`config.mk`:
```
export PLATFORM = sky130hd
export DESIGN_NAME = adc_batch_stats_dip_detector_top
export DESIGN_NICKNAME = d
export VERILOG_FILES = /design/src/sv/abdd_pkg.sv /design/src/sv/adc_batch_stats_dip_detector_top.sv /design/src/sv/abdd_front.sv /design/src/sv/abdd_stats.sv
export SDC_FILE = /design/constraint.sdc
export NUM_CORES = 2
export LEC_CHECK = 0
export ABC_AREA = 1
export BUFFER_PORTS_ARGS = -buffer_cell sky130_fd_sc_hd__buf_2
export CAP_MARGIN = 20
export CORE_MARGIN = 2
export CORE_UTILIZATION = 35
export DETAILED_ROUTE_END_ITERATION = 12
export SKIP_CTS_REPAIR_TIMING = 1
export SLEW_MARGIN = 20
export SYNTH_ARGS = -nofsm -noshare
export SYNTH_HDL_FRONTEND = slang
export SYNTH_SLANG_ARGS = --single-unit
```
`constraint.sdc`:
```
create_clock -name clk_i -period 9 [get_ports clk_i]
set_input_delay 1.35 -clock clk_i [delete_from_list [all_inputs] [get_ports clk_i]]
set_output_delay 1.35 -clock clk_i [all_outputs]
set_load 0.02 [all_outputs]
```
`src/sv/abdd_pkg.sv`:
```
// Shared widths, reset values, register indexes and item types of the ADC batch stats block.
`default_nettype none
package abdd_pkg;

  localparam int unsigned SAMPLE_W = 12;
  localparam int unsigned TIME_W   = 48;
  localparam int unsigned WEIGHT_W = 16;
  localparam int unsigned LEVEL_W  = 12;
  localparam int unsigned AVG_W    = 28;
  localparam int unsigned FRAC_W   = 16;
  localparam int unsigned GAP_W    = 32;
  localparam int unsigned SUM_W    = 48;
  localparam int unsigned COUNT_W  = 16;
  localparam int unsigned CFG_IDX_W  = 2;
  localparam int unsigned CFG_DATA_W = 16;

  localparam logic [WEIGHT_W-1:0] WEIGHT_RESET    = 16'd66;
  localparam logic [LEVEL_W-1:0]  THRESHOLD_RESET = 12'd228;
  localparam logic [LEVEL_W-1:0]  RELEASE_RESET   = 12'd68;

  localparam logic [CFG_IDX_W-1:0] CFG_EMA_WEIGHT    = 2'd0;
  localparam logic [CFG_IDX_W-1:0] CFG_DIP_THRESHOLD = 2'd1;
  localparam logic [CFG_IDX_W-1:0] CFG_DIP_RELEASE   = 2'd2;

  typedef struct packed {
    logic [SAMPLE_W-1:0] sample;
    logic [AVG_W-1:0]    average;
    logic [GAP_W-1:0]    gap;
    logic                last;
  } item_t;

  typedef struct packed {
    logic [SUM_W-1:0]    interval_sum;
    logic [GAP_W-1:0]    max_interval;
    logic [GAP_W-1:0]    min_interval;
    logic [AVG_W-1:0]    average_q16;
    logic [SAMPLE_W-1:0] max_sample;
    logic [SAMPLE_W-1:0] min_sample;
    logic [COUNT_W-1:0]  dips_in_batch;
    logic [COUNT_W-1:0]  samples_in_batch;
  } stats_t;

endpackage
`default_nettype wire

```
`src/sv/adc_batch_stats_dip_detector_top.sv`:
```
// Top level of the ADC batch statistics and dip detector.
`default_nettype none
// Takes one ADC item per clock. While a result waits on m_axis, items keep
// flowing until the next last item of a batch reaches the statistics stage;
// the input then stalls with that item and one more held until the result
// drains. An item passes through an input register, a stage that updates
// the moving average and the clipped timestamp interval, and a stage that
// runs dip detection and batch statistics; the last stage registers the
// batch result from the closing item and drives m_axis. The cycle time is set by
// the moving average loop: one 17 x 29 bit signed multiply, a rounding add and
// the accumulate, all feeding back into the average register. Only the last
// item of a batch yields a result. Configuration writes take effect on the
// next clock edge and are meant for idle periods.
module adc_batch_stats_dip_detector_top
  import abdd_pkg::*;
(
  input  logic                  clk_i,
  input  logic                  rst_ni,
  input  logic                  s_axis_tvalid,
  output logic                  s_axis_tready,
  input  logic [63:0]           s_axis_tdata,   // sample[11:0], timestamp[59:12], zero
  input  logic                  s_axis_tlast,   // last_of_batch
  output logic                  m_axis_tvalid,
  input  logic                  m_axis_tready,
  output logic [199:0]          m_axis_tdata,   // samples_in_batch, dips_in_batch,
                                                // min_sample, max_sample, average_q16,
                                                // min_interval, max_interval,
                                                // interval_sum, zero
  input  logic                  cfg_we_i,
  input  logic [CFG_IDX_W-1:0]  cfg_idx_i,
  input  logic [CFG_DATA_W-1:0] cfg_data_i
);

  logic [WEIGHT_W-1:0] weight_q;
  logic [LEVEL_W-1:0]  thr_q;
  logic [LEVEL_W-1:0]  rel_q;

  logic   s2_v;
  logic   s2_rdy;
  item_t  s2_item;
  stats_t stats;

  always_ff @(posedge clk_i or negedge rst_ni) begin
    if (!rst_ni) begin
      weight_q <= WEIGHT_RESET;
      thr_q    <= THRESHOLD_RESET;
      rel_q    <= RELEASE_RESET;
    end else if (cfg_we_i) begin
      unique case (cfg_idx_i)
        CFG_EMA_WEIGHT:    weight_q <= cfg_data_i[WEIGHT_W-1:0];
        CFG_DIP_THRESHOLD: thr_q    <= cfg_data_i[LEVEL_W-1:0];
        CFG_DIP_RELEASE:   rel_q    <= cfg_data_i[LEVEL_W-1:0];
        default: ;
      endcase
    end
  end

  abdd_front u_front (
    .clk_i        (clk_i),
    .rst_ni       (rst_ni),
    .in_valid_i   (s_axis_tvalid),
    .in_ready_o   (s_axis_tready),
    .sample_i     (s_axis_tdata[SAMPLE_W-1:0]),
    .timestamp_i  (s_axis_tdata[SAMPLE_W+TIME_W-1:SAMPLE_W]),
    .last_i       (s_axis_tlast),
    .weight_i     (weight_q),
    .item_valid_o (s2_v),
    .item_ready_i (s2_rdy),
    .item_o       (s2_item)
  );

  abdd_stats u_stats (
    .clk_i        (clk_i),
    .rst_ni       (rst_ni),
    .item_valid_i (s2_v),
    .item_ready_o (s2_rdy),
    .item_i       (s2_item),
    .threshold_i  (thr_q),
    .release_i    (rel_q),
    .out_valid_o  (m_axis_tvalid),
    .out_ready_i  (m_axis_tready),
    .stats_o      (stats)
  );

  assign m_axis_tdata = {4'b0000, stats};

`ifndef SYNTHESIS
  a_full_rate: assert property (@(posedge clk_i) disable iff (!rst_ni)
    m_axis_tready |-> s_axis_tready)
    else $error("input stalled while output drains");

  a_no_overwrite: assert property (@(posedge clk_i) disable iff (!rst_ni)
    (m_axis_tvalid && !m_axis_tready && s2_v && s2_item.last) |-> !s2_rdy)
    else $error("closing item taken over a pending result");

  a_result_source: assert property (@(posedge clk_i) disable iff (!rst_ni)
    $rose(m_axis_tvalid) |-> $past(s2_v && s2_rdy && s2_item.last))
    else $error("result without a closing item");
`endif

endmodule
`default_nettype wire

```
`src/sv/abdd_front.sv`:
```
// Input register, moving average update and clipped timestamp interval stage.
`default_nettype none
module abdd_front
  import abdd_pkg::*;
(
  input  logic                clk_i,
  input  logic                rst_ni,
  input  logic                in_valid_i,
  output logic                in_ready_o,
  input  logic [SAMPLE_W-1:0] sample_i,
  input  logic [TIME_W-1:0]   timestamp_i,
  input  logic                last_i,
  input  logic [WEIGHT_W-1:0] weight_i,
  output logic                item_valid_o,
  input  logic                item_ready_i,
  output item_t               item_o
);

  logic                s1_v_q, s1_v_d;
  logic [SAMPLE_W-1:0] s1_x_q;
  logic [TIME_W-1:0]   s1_ts_q;
  logic                s1_last_q;
  logic                s1_adv;
  logic                in_ready;

  logic [AVG_W-1:0]    avg_q, avg_d;
  logic [TIME_W-1:0]   prior_q, prior_d;
  logic                item_v_q, item_v_d;
  item_t               item_q, item_d;

  logic [AVG_W-1:0]         xq;
  logic signed [AVG_W:0]    diff;
  logic signed [45:0]       prod;
  logic signed [45:0]       rnd;
  logic signed [AVG_W+1:0]  step;
  logic [AVG_W+1:0]         avg_sum;
  logic [TIME_W-1:0]        span;
  logic [GAP_W-1:0]         gap;

  assign s1_adv   = s1_v_q && (!item_v_q || item_ready_i);
  assign in_ready = !s1_v_q || s1_adv;

  // avg + round(w * (x - avg) / 2^16)
  always_comb begin
    xq      = {s1_x_q, {FRAC_W{1'b0}}};
    diff    = $signed({1'b0, xq}) - $signed({1'b0, avg_q});
    prod    = $signed({1'b0, weight_i}) * diff;
    rnd     = prod + 46'sd32768;
    step    = rnd[45:FRAC_W];
    avg_sum = {2'b00, avg_q} + step;
    span    = s1_ts_q - prior_q;
    gap     = (|span[TIME_W-1:GAP_W]) ? {GAP_W{1'b1}} : span[GAP_W-1:0];
  end

  always_comb begin
    s1_v_d   = in_ready ? in_valid_i : s1_v_q;
    avg_d    = s1_adv ? avg_sum[AVG_W-1:0] : avg_q;
    prior_d  = s1_adv ? s1_ts_q : prior_q;
    item_v_d = s1_adv ? 1'b1 : (item_ready_i ? 1'b0 : item_v_q);
    item_d.sample  = s1_x_q;
    item_d.average = avg_sum[AVG_W-1:0];
    item_d.gap     = gap;
    item_d.last    = s1_last_q;
  end

  always_ff @(posedge clk_i or negedge rst_ni) begin
    if (!rst_ni) begin
      s1_v_q   <= 1'b0;
      avg_q    <= '0;
      prior_q  <= '0;
      item_v_q <= 1'b0;
    end else begin
      s1_v_q   <= s1_v_d;
      avg_q    <= avg_d;
      prior_q  <= prior_d;
      item_v_q <= item_v_d;
    end
  end

  always_ff @(posedge clk_i) begin
    if (in_ready && in_valid_i) begin
      s1_x_q    <= sample_i;
      s1_ts_q   <= timestamp_i;
      s1_last_q <= last_i;
    end
    if (s1_adv) begin
      item_q <= item_d;
    end
  end

  assign in_ready_o   = in_ready;
  assign item_valid_o = item_v_q;
  assign item_o       = item_q;

endmodule
`default_nettype wire

```
`src/sv/abdd_stats.sv`:
```
// Dip detection, batch statistics and result register.
`default_nettype none
module abdd_stats
  import abdd_pkg::*;
(
  input  logic               clk_i,
  input  logic               rst_ni,
  input  logic               item_valid_i,
  output logic               item_ready_o,
  input  item_t              item_i,
  input  logic [LEVEL_W-1:0] threshold_i,
  input  logic [LEVEL_W-1:0] release_i,
  output logic               out_valid_o,
  input  logic               out_ready_i,
  output stats_t             stats_o
);

  logic                open_q, open_d;
  logic                act_q, act_d;
  logic [SAMPLE_W-1:0] low_q, low_d;
  logic [SAMPLE_W-1:0] high_q, high_d;
  logic [GAP_W-1:0]    glow_q, glow_d;
  logic [GAP_W-1:0]    ghigh_q, ghigh_d;
  logic [SUM_W-1:0]    gsum_q, gsum_d;
  logic [COUNT_W-1:0]  cnt_q, cnt_d;
  logic [COUNT_W-1:0]  dips_q, dips_d;
  logic                out_v_q, out_v_d;
  stats_t              stats_q, stats_d;

  logic                item_ready;
  logic                take;
  logic [AVG_W-1:0]    xq;
  logic [AVG_W-1:0]    dev;
  logic                start;
  logic                rel;
  logic [SAMPLE_W-1:0] low_n, high_n;
  logic [GAP_W-1:0]    glow_n, ghigh_n;
  logic [SUM_W:0]      sum_ext;
  logic [SUM_W-1:0]    gsum_n;
  logic [COUNT_W-1:0]  cnt_n, dips_n;

  assign item_ready = !item_i.last || !out_v_q || out_ready_i;
  assign take       = item_valid_i && item_ready;

  always_comb begin
    xq    = {item_i.sample, {FRAC_W{1'b0}}};
    dev   = (xq >= item_i.average) ? (xq - item_i.average) : (item_i.average - xq);
    start = dev >= {threshold_i, {FRAC_W{1'b0}}};
    rel   = dev < {release_i, {FRAC_W{1'b0}}};

    sum_ext = {1'b0, gsum_q} + {{(SUM_W-GAP_W+1){1'b0}}, item_i.gap};
    if (!open_q) begin
      low_n   = item_i.sample;
      high_n  = item_i.sample;
      glow_n  = glow_q;
      ghigh_n = ghigh_q;
      gsum_n  = gsum_q;
    end else begin
      low_n   = (item_i.sample < low_q) ? item_i.sample : low_q;
      high_n  = (item_i.sample > high_q) ? item_i.sample : high_q;
      glow_n  = (item_i.gap < glow_q) ? item_i.gap : glow_q;
      ghigh_n = (item_i.gap > ghigh_q) ? item_i.gap : ghigh_q;
      gsum_n  = sum_ext[SUM_W] ? {SUM_W{1'b1}} : sum_ext[SUM_W-1:0];
    end

    cnt_n  = (cnt_q != {COUNT_W{1'b1}}) ? cnt_q + 1'b1 : cnt_q;
    dips_n = (start && !act_q && dips_q != {COUNT_W{1'b1}}) ? dips_q + 1'b1 : dips_q;
  end

  always_comb begin
    open_d  = open_q;
    act_d   = act_q;
    low_d   = low_q;
    high_d  = high_q;
    glow_d  = glow_q;
    ghigh_d = ghigh_q;
    gsum_d  = gsum_q;
    cnt_d   = cnt_q;
    dips_d  = dips_q;
    out_v_d = out_ready_i ? 1'b0 : out_v_q;

    stats_d.samples_in_batch = cnt_n;
    stats_d.dips_in_batch    = dips_n;
    stats_d.min_sample       = low_n;
    stats_d.max_sample       = high_n;
    stats_d.average_q16      = item_i.average;
    stats_d.min_interval     = glow_n;
    stats_d.max_interval     = ghigh_n;
    stats_d.interval_sum     = gsum_n;

    if (take) begin
      if (start) begin
        act_d = 1'b1;
      end else if (act_q && rel) begin
        act_d = 1'b0;
      end
      if (item_i.last) begin
        out_v_d = 1'b1;
        open_d  = 1'b0;
        low_d   = '0;
        high_d  = '0;
        glow_d  = {GAP_W{1'b1}};
        ghigh_d = '0;
        gsum_d  = '0;
        cnt_d   = '0;
        dips_d  = '0;
      end else begin
        open_d  = 1'b1;
        low_d   = low_n;
        high_d  = high_n;
        glow_d  = glow_n;
        ghigh_d = ghigh_n;
        gsum_d  = gsum_n;
        cnt_d   = cnt_n;
        dips_d  = dips_n;
      end
    end
  end

  always_ff @(posedge clk_i or negedge rst_ni) begin
    if (!rst_ni) begin
      open_q  <= 1'b0;
      act_q   <= 1'b0;
      low_q   <= '0;
      high_q  <= '0;
      glow_q  <= {GAP_W{1'b1}};
      ghigh_q <= '0;
      gsum_q  <= '0;
      cnt_q   <= '0;
      dips_q  <= '0;
      out_v_q <= 1'b0;
    end else begin
      open_q  <= open_d;
      act_q   <= act_d;
      low_q   <= low_d;
      high_q  <= high_d;
      glow_q  <= glow_d;
      ghigh_q <= ghigh_d;
      gsum_q  <= gsum_d;
      cnt_q   <= cnt_d;
      dips_q  <= dips_d;
      out_v_q <= out_v_d;
    end
  end

  always_ff @(posedge clk_i) begin
    if (take && item_i.last) begin
      stats_q <= stats_d;
    end
  end

  assign item_ready_o = item_ready;
  assign out_valid_o  = out_v_q;
  assign stats_o      = stats_q;

endmodule
`default_nettype wire

```
# After elaboration in Yosys (flattened, before gate mapping)
# Index checks and enable logic that the tools add are counted.
[totals]
wordCells = 105
reg_bits = 619
in_bits = 88
out_inout_bits = 202
[classes]
n_mux = 28
order_cmp = 7
n_reduce_logical = 24
n_addsub = 9
mul = 1
eq_ne = 4
[ops]
columns = ["op", "n"]
rows = [
  ["two-way mux 32 bit", 6],
  ["two-way mux 48 bit", 3],
  ["two-way mux 12 bit", 6],
  ["two-way mux 16 bit", 4],
  [">= comparator 28 bit", 2],
  ["subtractor 28 bit", 2],
  ["adder 48 x 32 -> 49 bit", 1],
  ["subtractor 48 bit", 1],
  ["adder 44 x 17 -> 44 bit, second input constant", 1],
  ["multiplier 17 x 29 -> 44 bit", 1],
  ["adder 16 x 1 -> 16 bit, second input constant", 2],
  ["> comparator 32 bit", 1],
  ["less-than comparator 32 bit", 1],
  ["inequality test 16 bit, second input constant", 2],
  ["subtractor 28 x 28 -> 29 bit", 1],
  ["adder 28 bit", 1],
  ["less-than comparator 28 bit", 1],
  ["two-way mux 28 bit", 1],
  ["OR reduction 16 bit", 1],
  ["> comparator 12 bit", 1],
  ["less-than comparator 12 bit", 1],
  ["two-way mux 1 bit", 8],
  ["AND reduction 2 bit", 4],
  ["logical AND 1 bit", 7],
  ["6 further kinds", 14],
]

# Depth between registers and ports, before layout
[depth]
word_depth = 7
depth_mapped = 51
ltp_nobuf = 50

# By module
# From an unflattened synthesis, not the netlist that was laid out.
[unflattened]
hier_cells = 6676
area_unflattened_um2 = 54169.5
[by_module_without_submodules]
columns = ["mod", "area_per_inst_um2", "instances", "cells_each", "seq_area_each_um2"]
rows = [
  ["abdd_front", 30356.6, 1, 3798, 5975.7],
  ["abdd_stats", 22091.2, 1, 2692, 10204.8],
  ["adc_batch_stats_dip_detector_top", 1721.7, 1, 186, 1011.0],
]

# Worst setup path after synthesis
# OpenSTA, ideal clock, no wires.
[synth_path]
path_kind = "register to register"
startpoint = "register u_front.avg_q[0]"
endpoint = "register u_front.avg_q[24]"
setup_time_ps = 83
n_path_buf = 2
setup_slack_ps = 494
stages_incl_launch_ff = 44
arrival_time_ps = 8423
required_ps = 8917
period_less_slack_ps = 8506
path_cell_list = "dfrtp_1 > clkbuf_1 > inv_1 > ha_1 > nand2_1 > nor2_2 > nand3_1 > nor3_1 > nand3_1 > o21ai_1 > inv_1 > o21ai_0 > nand2_1 > nand2_1 > clkbuf_1 > nor2_1 > fa_1 > inv_1 > [... 8 more ...] > ha_1 > nand2_1 > or4_1 > o21ai_0 > a21oi_1 > xnor2_1 > ha_1 > nand2_1 > inv_1 > nand2_1 > nor3_1 > nand4_1 > nand3_1 > a21oi_1 > o21ai_0 > xor2_1 > nand2_1 > o21ai_0"
[synth_between]
elab_chain_len = 4
[synth_rtl]
columns = ["item", "line_no", "source"]
rows = [
  ["from (decl)", "abdd_front.sv:26", "logic [AVG_W-1:0] avg_q, avg_d;"],
  ["from (signal assigned)", "abdd_front.sv:74", "avg_q <= avg_d;"],
  ["subtractor 28 x 28 -> 29 bit", "abdd_front.sv:46", "diff = $signed({1'b0, xq}) - $signed({1'b0, avg_q});"],
  ["multiplier 17 x 29 -> 44 bit", "abdd_front.sv:47", "prod = $signed({1'b0, weight_i}) * diff;"],
  ["adder 44 x 17 -> 44 bit", "abdd_front.sv:48", "rnd = prod + 46'sd32768;"],
  ["adder 28 bit (*)", "abdd_front.sv:50", "avg_sum = {2'b00, avg_q} + step;"],
  ["net u_front.avg_sum[24]", "abdd_front.sv:36", "logic [AVG_W+1:0] avg_sum;"],
]
# The timed path passes the listed nets; every way through them passes the cells marked *.
# A chain may end at the register's enable or synchronous reset.

# Final worst setup path
[layout_path]
startpoint = "register u_front.s1_x_q[4]"
endpoint = "register u_front.avg_q[26]"
[layout_between]
elab_chain_len = 4
[layout_rtl]
columns = ["item", "line_no", "source"]
rows = [
  ["from (decl)", "abdd_front.sv:20", "logic [SAMPLE_W-1:0] s1_x_q;"],
  ["from (signal assigned)", "abdd_front.sv:82", "s1_x_q <= sample_i;"],
  ["subtractor 28 x 28 -> 29 bit", "abdd_front.sv:46", ""],
  ["multiplier 17 x 29 -> 44 bit", "abdd_front.sv:47", ""],
  ["adder 44 x 17 -> 44 bit", "abdd_front.sv:48", ""],
  ["adder 28 bit", "abdd_front.sv:50", ""],
  ["net u_front.avg_sum[26]", "abdd_front.sv:36", ""],
]
# The timed path passes the listed nets, and every way through them passes these cells.

==> run summary <==
Synth Register Bits - 619
CP endpoint - u_front.avg_q[26]$_DFFE_PN0P_
Placer Congestion - 0.9209
Vias in the first global route - 43610
Actual slew at the worst max-slew pin - 1.106 ns
Via count - 43330
Distinct cells, synth - 65
Commonest non-fill, non-tap cells in the layout - 1238 x nand2_1, 1153 x inv_1, 464 x nor2_1
HP Class - flip-flop to flip-flop
Worst R2R End - u_front.avg_q[26]$_DFFE_PN0P_
Row cnt - 141
Global route overflow - 0
Syn_area_per_cell - 8.405 um2
# DRC - 0
Post-synthesis instance total - 6204
Ranking of synthesized cells by area - edfxtp_1 19%, fa_1 17%, dfrtp_1 12%
H-tree depth - 3
Arr. time, crit path - 9.36 ns
Cell taking the most area after synthesis - edfxtp_1
Max frequency - 0.1138 GHz
Reg2Reg Setup Slack - 0.21 ns
CTS Buf Count - 73
Die Span X - 390.0 um
Fillers - 14600
Top-Level Pins - 290
Final setup fails - 0
CP startpoint - u_front.s1_x_q[4]$_DFFE_PP_
Reg clk slew, reported paths - 0.06 ns
Crit-path slowest cell - or4_4
All-Layer GR Usage - 20.36%
Layout Area Growth over Synthesis - 20.12%
Max Cap Viol - 0
Crit. End Element - flip-flop
Die height - 390.0 um
1st-iter DRT viols - 2856
CP peak stage delay - 0.57 ns
Pre-antenna DRT Iters - 5
# nets final - 7683
TritonCTS clock tree - built
Sequential area share after synthesis - 32.97%
Share of Yosys cell area claimed by the top area cell type - 19.00%
Wirelength, routed - 157600 um
Worst R2R Path Depth - 40
Crit path top cell by count - fa_1
Syn Std Cell Area - 52150 um2
Multi-input logic area - 31600 um2
Clock skew - 0.06531 ns
Crit path time final - 8.787 ns
Asr flop ratio synth - 46.69%
Sequential Area - 17190 um2
Largest net degree at the start of global routing - 133
CP Data Required Time - 9.58 ns
Initial antenna violation count - 23
Max FO, Critical Path - 7
Worst r2r src - u_front.s1_x_q[4]$_DFFE_PP_
Post-synth EDFFs - 330
Clock Path Buffers - 3
Drt via density - 4.941
ANT nets after route - 0
Fin Setup TNS - 0 ns
Synth Flop Type - edfxtp_1
Unrepaired setup endpoints after global routing - yes
Port bufs - 281
WL/cell - 17.97 um
DPL Wire Length - 124600 um
Die Area - 152100 um2
Worst Setup Path Type - flip-flop to flip-flop
Initial Utilization - 35.27%
Status - finished clean
Synth warn - 0
Global-route wire length before repair - 242700 um
Commonest non-fill, non-tap cell in the layout - nand2_1
Clock sinks - 619
Fin. Hold Viols - 0
Root Driver - clkbuf_16
Layout cell share with drive strength beyond 1 - 17.97%
Clock latency on the worst-skew pair - 0.69 ns
Final Slew Violations - 0
CP Launch Type - flip-flop
Slew Limit Headroom - 26.27%
Core Area - 147800 um2
Crit share post-route - 97.63%
-- cells by family (layout without fill, tap and decap cells) --
group / count (synthesis) / count (layout) / synth area share (%)
compound gates: 871 / 871 / 9.480
xor+xnor: 176 / 176 / 2.956
fa+ha+maj: 820 / 820 / 25.98
buf+inv: 1383 / 2010 / 10.08
flops: 619 / 619 / 32.97
mux: 1 / 1 / 0.01920
other cells: 1 / 10 / 0.007191
simple gates: 2333 / 2333 / 18.50
-- final cells by class --
class,count,area share [%]
Multi-Input combinational cell,4205,50.45
Sequential cell,619,27.45
Inverter,1220,7.369
Timing Repair Buffer,656,7.033
Tap cell,1930,3.855
Clock buffer,91,3.120
Clock inverter,43,0.6991
Antenna cell,6,0.02397
-- state kept, by name, indices dropped and copies added (netlist names), 12 cells and up --
| name | count |
|---|---|
| u_front.item_o | 73 |
| u_stats.high_q | 12 |
| u_front.prior_q | 48 |
| u_stats.stats_o | 196 |
| weight_q | 16 |
| u_front.s1_ts_q | 48 |
| u_stats.low_q | 12 |
| u_stats.gsum_q | 48 |
| rel_q | 12 |
| u_front.avg_q | 28 |
| thr_q | 12 |
| u_stats.dips_q | 16 |
| u_stats.cnt_q | 16 |
| u_stats.ghigh_q | 32 |
| u_stats.glow_q | 32 |
| u_front.s1_x_q | 12 |
-- synth_stat cells (all sizes together) (4+ instances only) --
cell type / count
fa: 438
dfstp: 40
nand3b: 5
nor4: 18
o21bai: 16
a31oi: 27
clkinv: 18
o2111ai: 4
a21o: 26
a21boi: 18
a211oi: 9
o211ai: 25
nor3: 60
clkbuf: 139
and2: 9
or2: 18
o21ai: 344
xnor2: 67
o21a: 55
nor2: 529
dfrtp: 249
o31ai: 4
nand4: 72
ha: 382
a21oi: 264
nand2: 1328
o22ai: 58
buf: 24
edfxtp: 330
a22oi: 8
xor2: 109
nand3: 287
inv: 1202
-- critical path, delay by kind of cell (launching register included) --
family                     cells  cell delay (ns)
adders and majority gates      9             3.95
and+or+nand+nor               11             1.71
AOI/OAI and AO/OA             12             1.58
buffers and inverters          6             0.50
DFF                            1             0.47
xor gates and xnor gates       2             0.44
-- metrics by stage --
step | hold slack, ns | util (%) | instances | setup WS [ns] | cell area, um2
after floorplan | 0.4003 | - | 6207 | 0.4944 | 52160
after global placement | 0.4615 | 39.18 | 8589 | -0.2936 | 57930
after detailed placement | 0.4649 | 39.18 | 8589 | -0.2870 | 57930
after CTS | 0.4626 | 40.80 | 8723 | -0.3733 | 60320
after global routing | 0.4970 | 42.36 | 8765 | -0.1245 | 62630
final | 0.4586 | 42.37 | 8770 | 0.2129 | 62640
-- worst min-delay path by stage --
stage	from	to	slack, ns	cells after the start
after floorplan	u_front.s1_last_q$_DFFE_PP_	u_front.item_o[0]$_DFFE_PP_	0.40	0
after global placement	u_stats.ghigh_q[19]$_DFFE_PN0P_	u_stats.ghigh_q[19]$_DFFE_PN0P_	0.46	2
after detailed placement	u_stats.ghigh_q[10]$_DFFE_PN0P_	u_stats.ghigh_q[10]$_DFFE_PN0P_	0.46	2
after CTS	u_front.item_o[49]$_DFFE_PP_	u_stats.stats_o[72]$_DFFE_PP_	0.46	0
after global routing	u_stats.low_q[1]$_DFFE_PN0P_	u_stats.low_q[1]$_DFFE_PN0P_	0.50	2
final	u_front.item_o[49]$_DFFE_PP_	u_stats.stats_o[72]$_DFFE_PP_	0.46	0
-- routing by layer --
| metal | routed length (um) | global-route usage, % | vias up |
|---|---|---|---|
| met4 | 5946 | 7.343 | 32 |
| met3 | 10160 | 3.594 | 253 |
| met5 | 187 | 0 | - |
| met1 | 68170 | 27.10 | 21050 |
| met2 | 73150 | 33.21 | 1135 |
| li1 | - | - | 20860 |
Power is left out: the tool's default activity adds up to more than one toggle a clock period on the data nets, which glitch-free logic cannot reach.
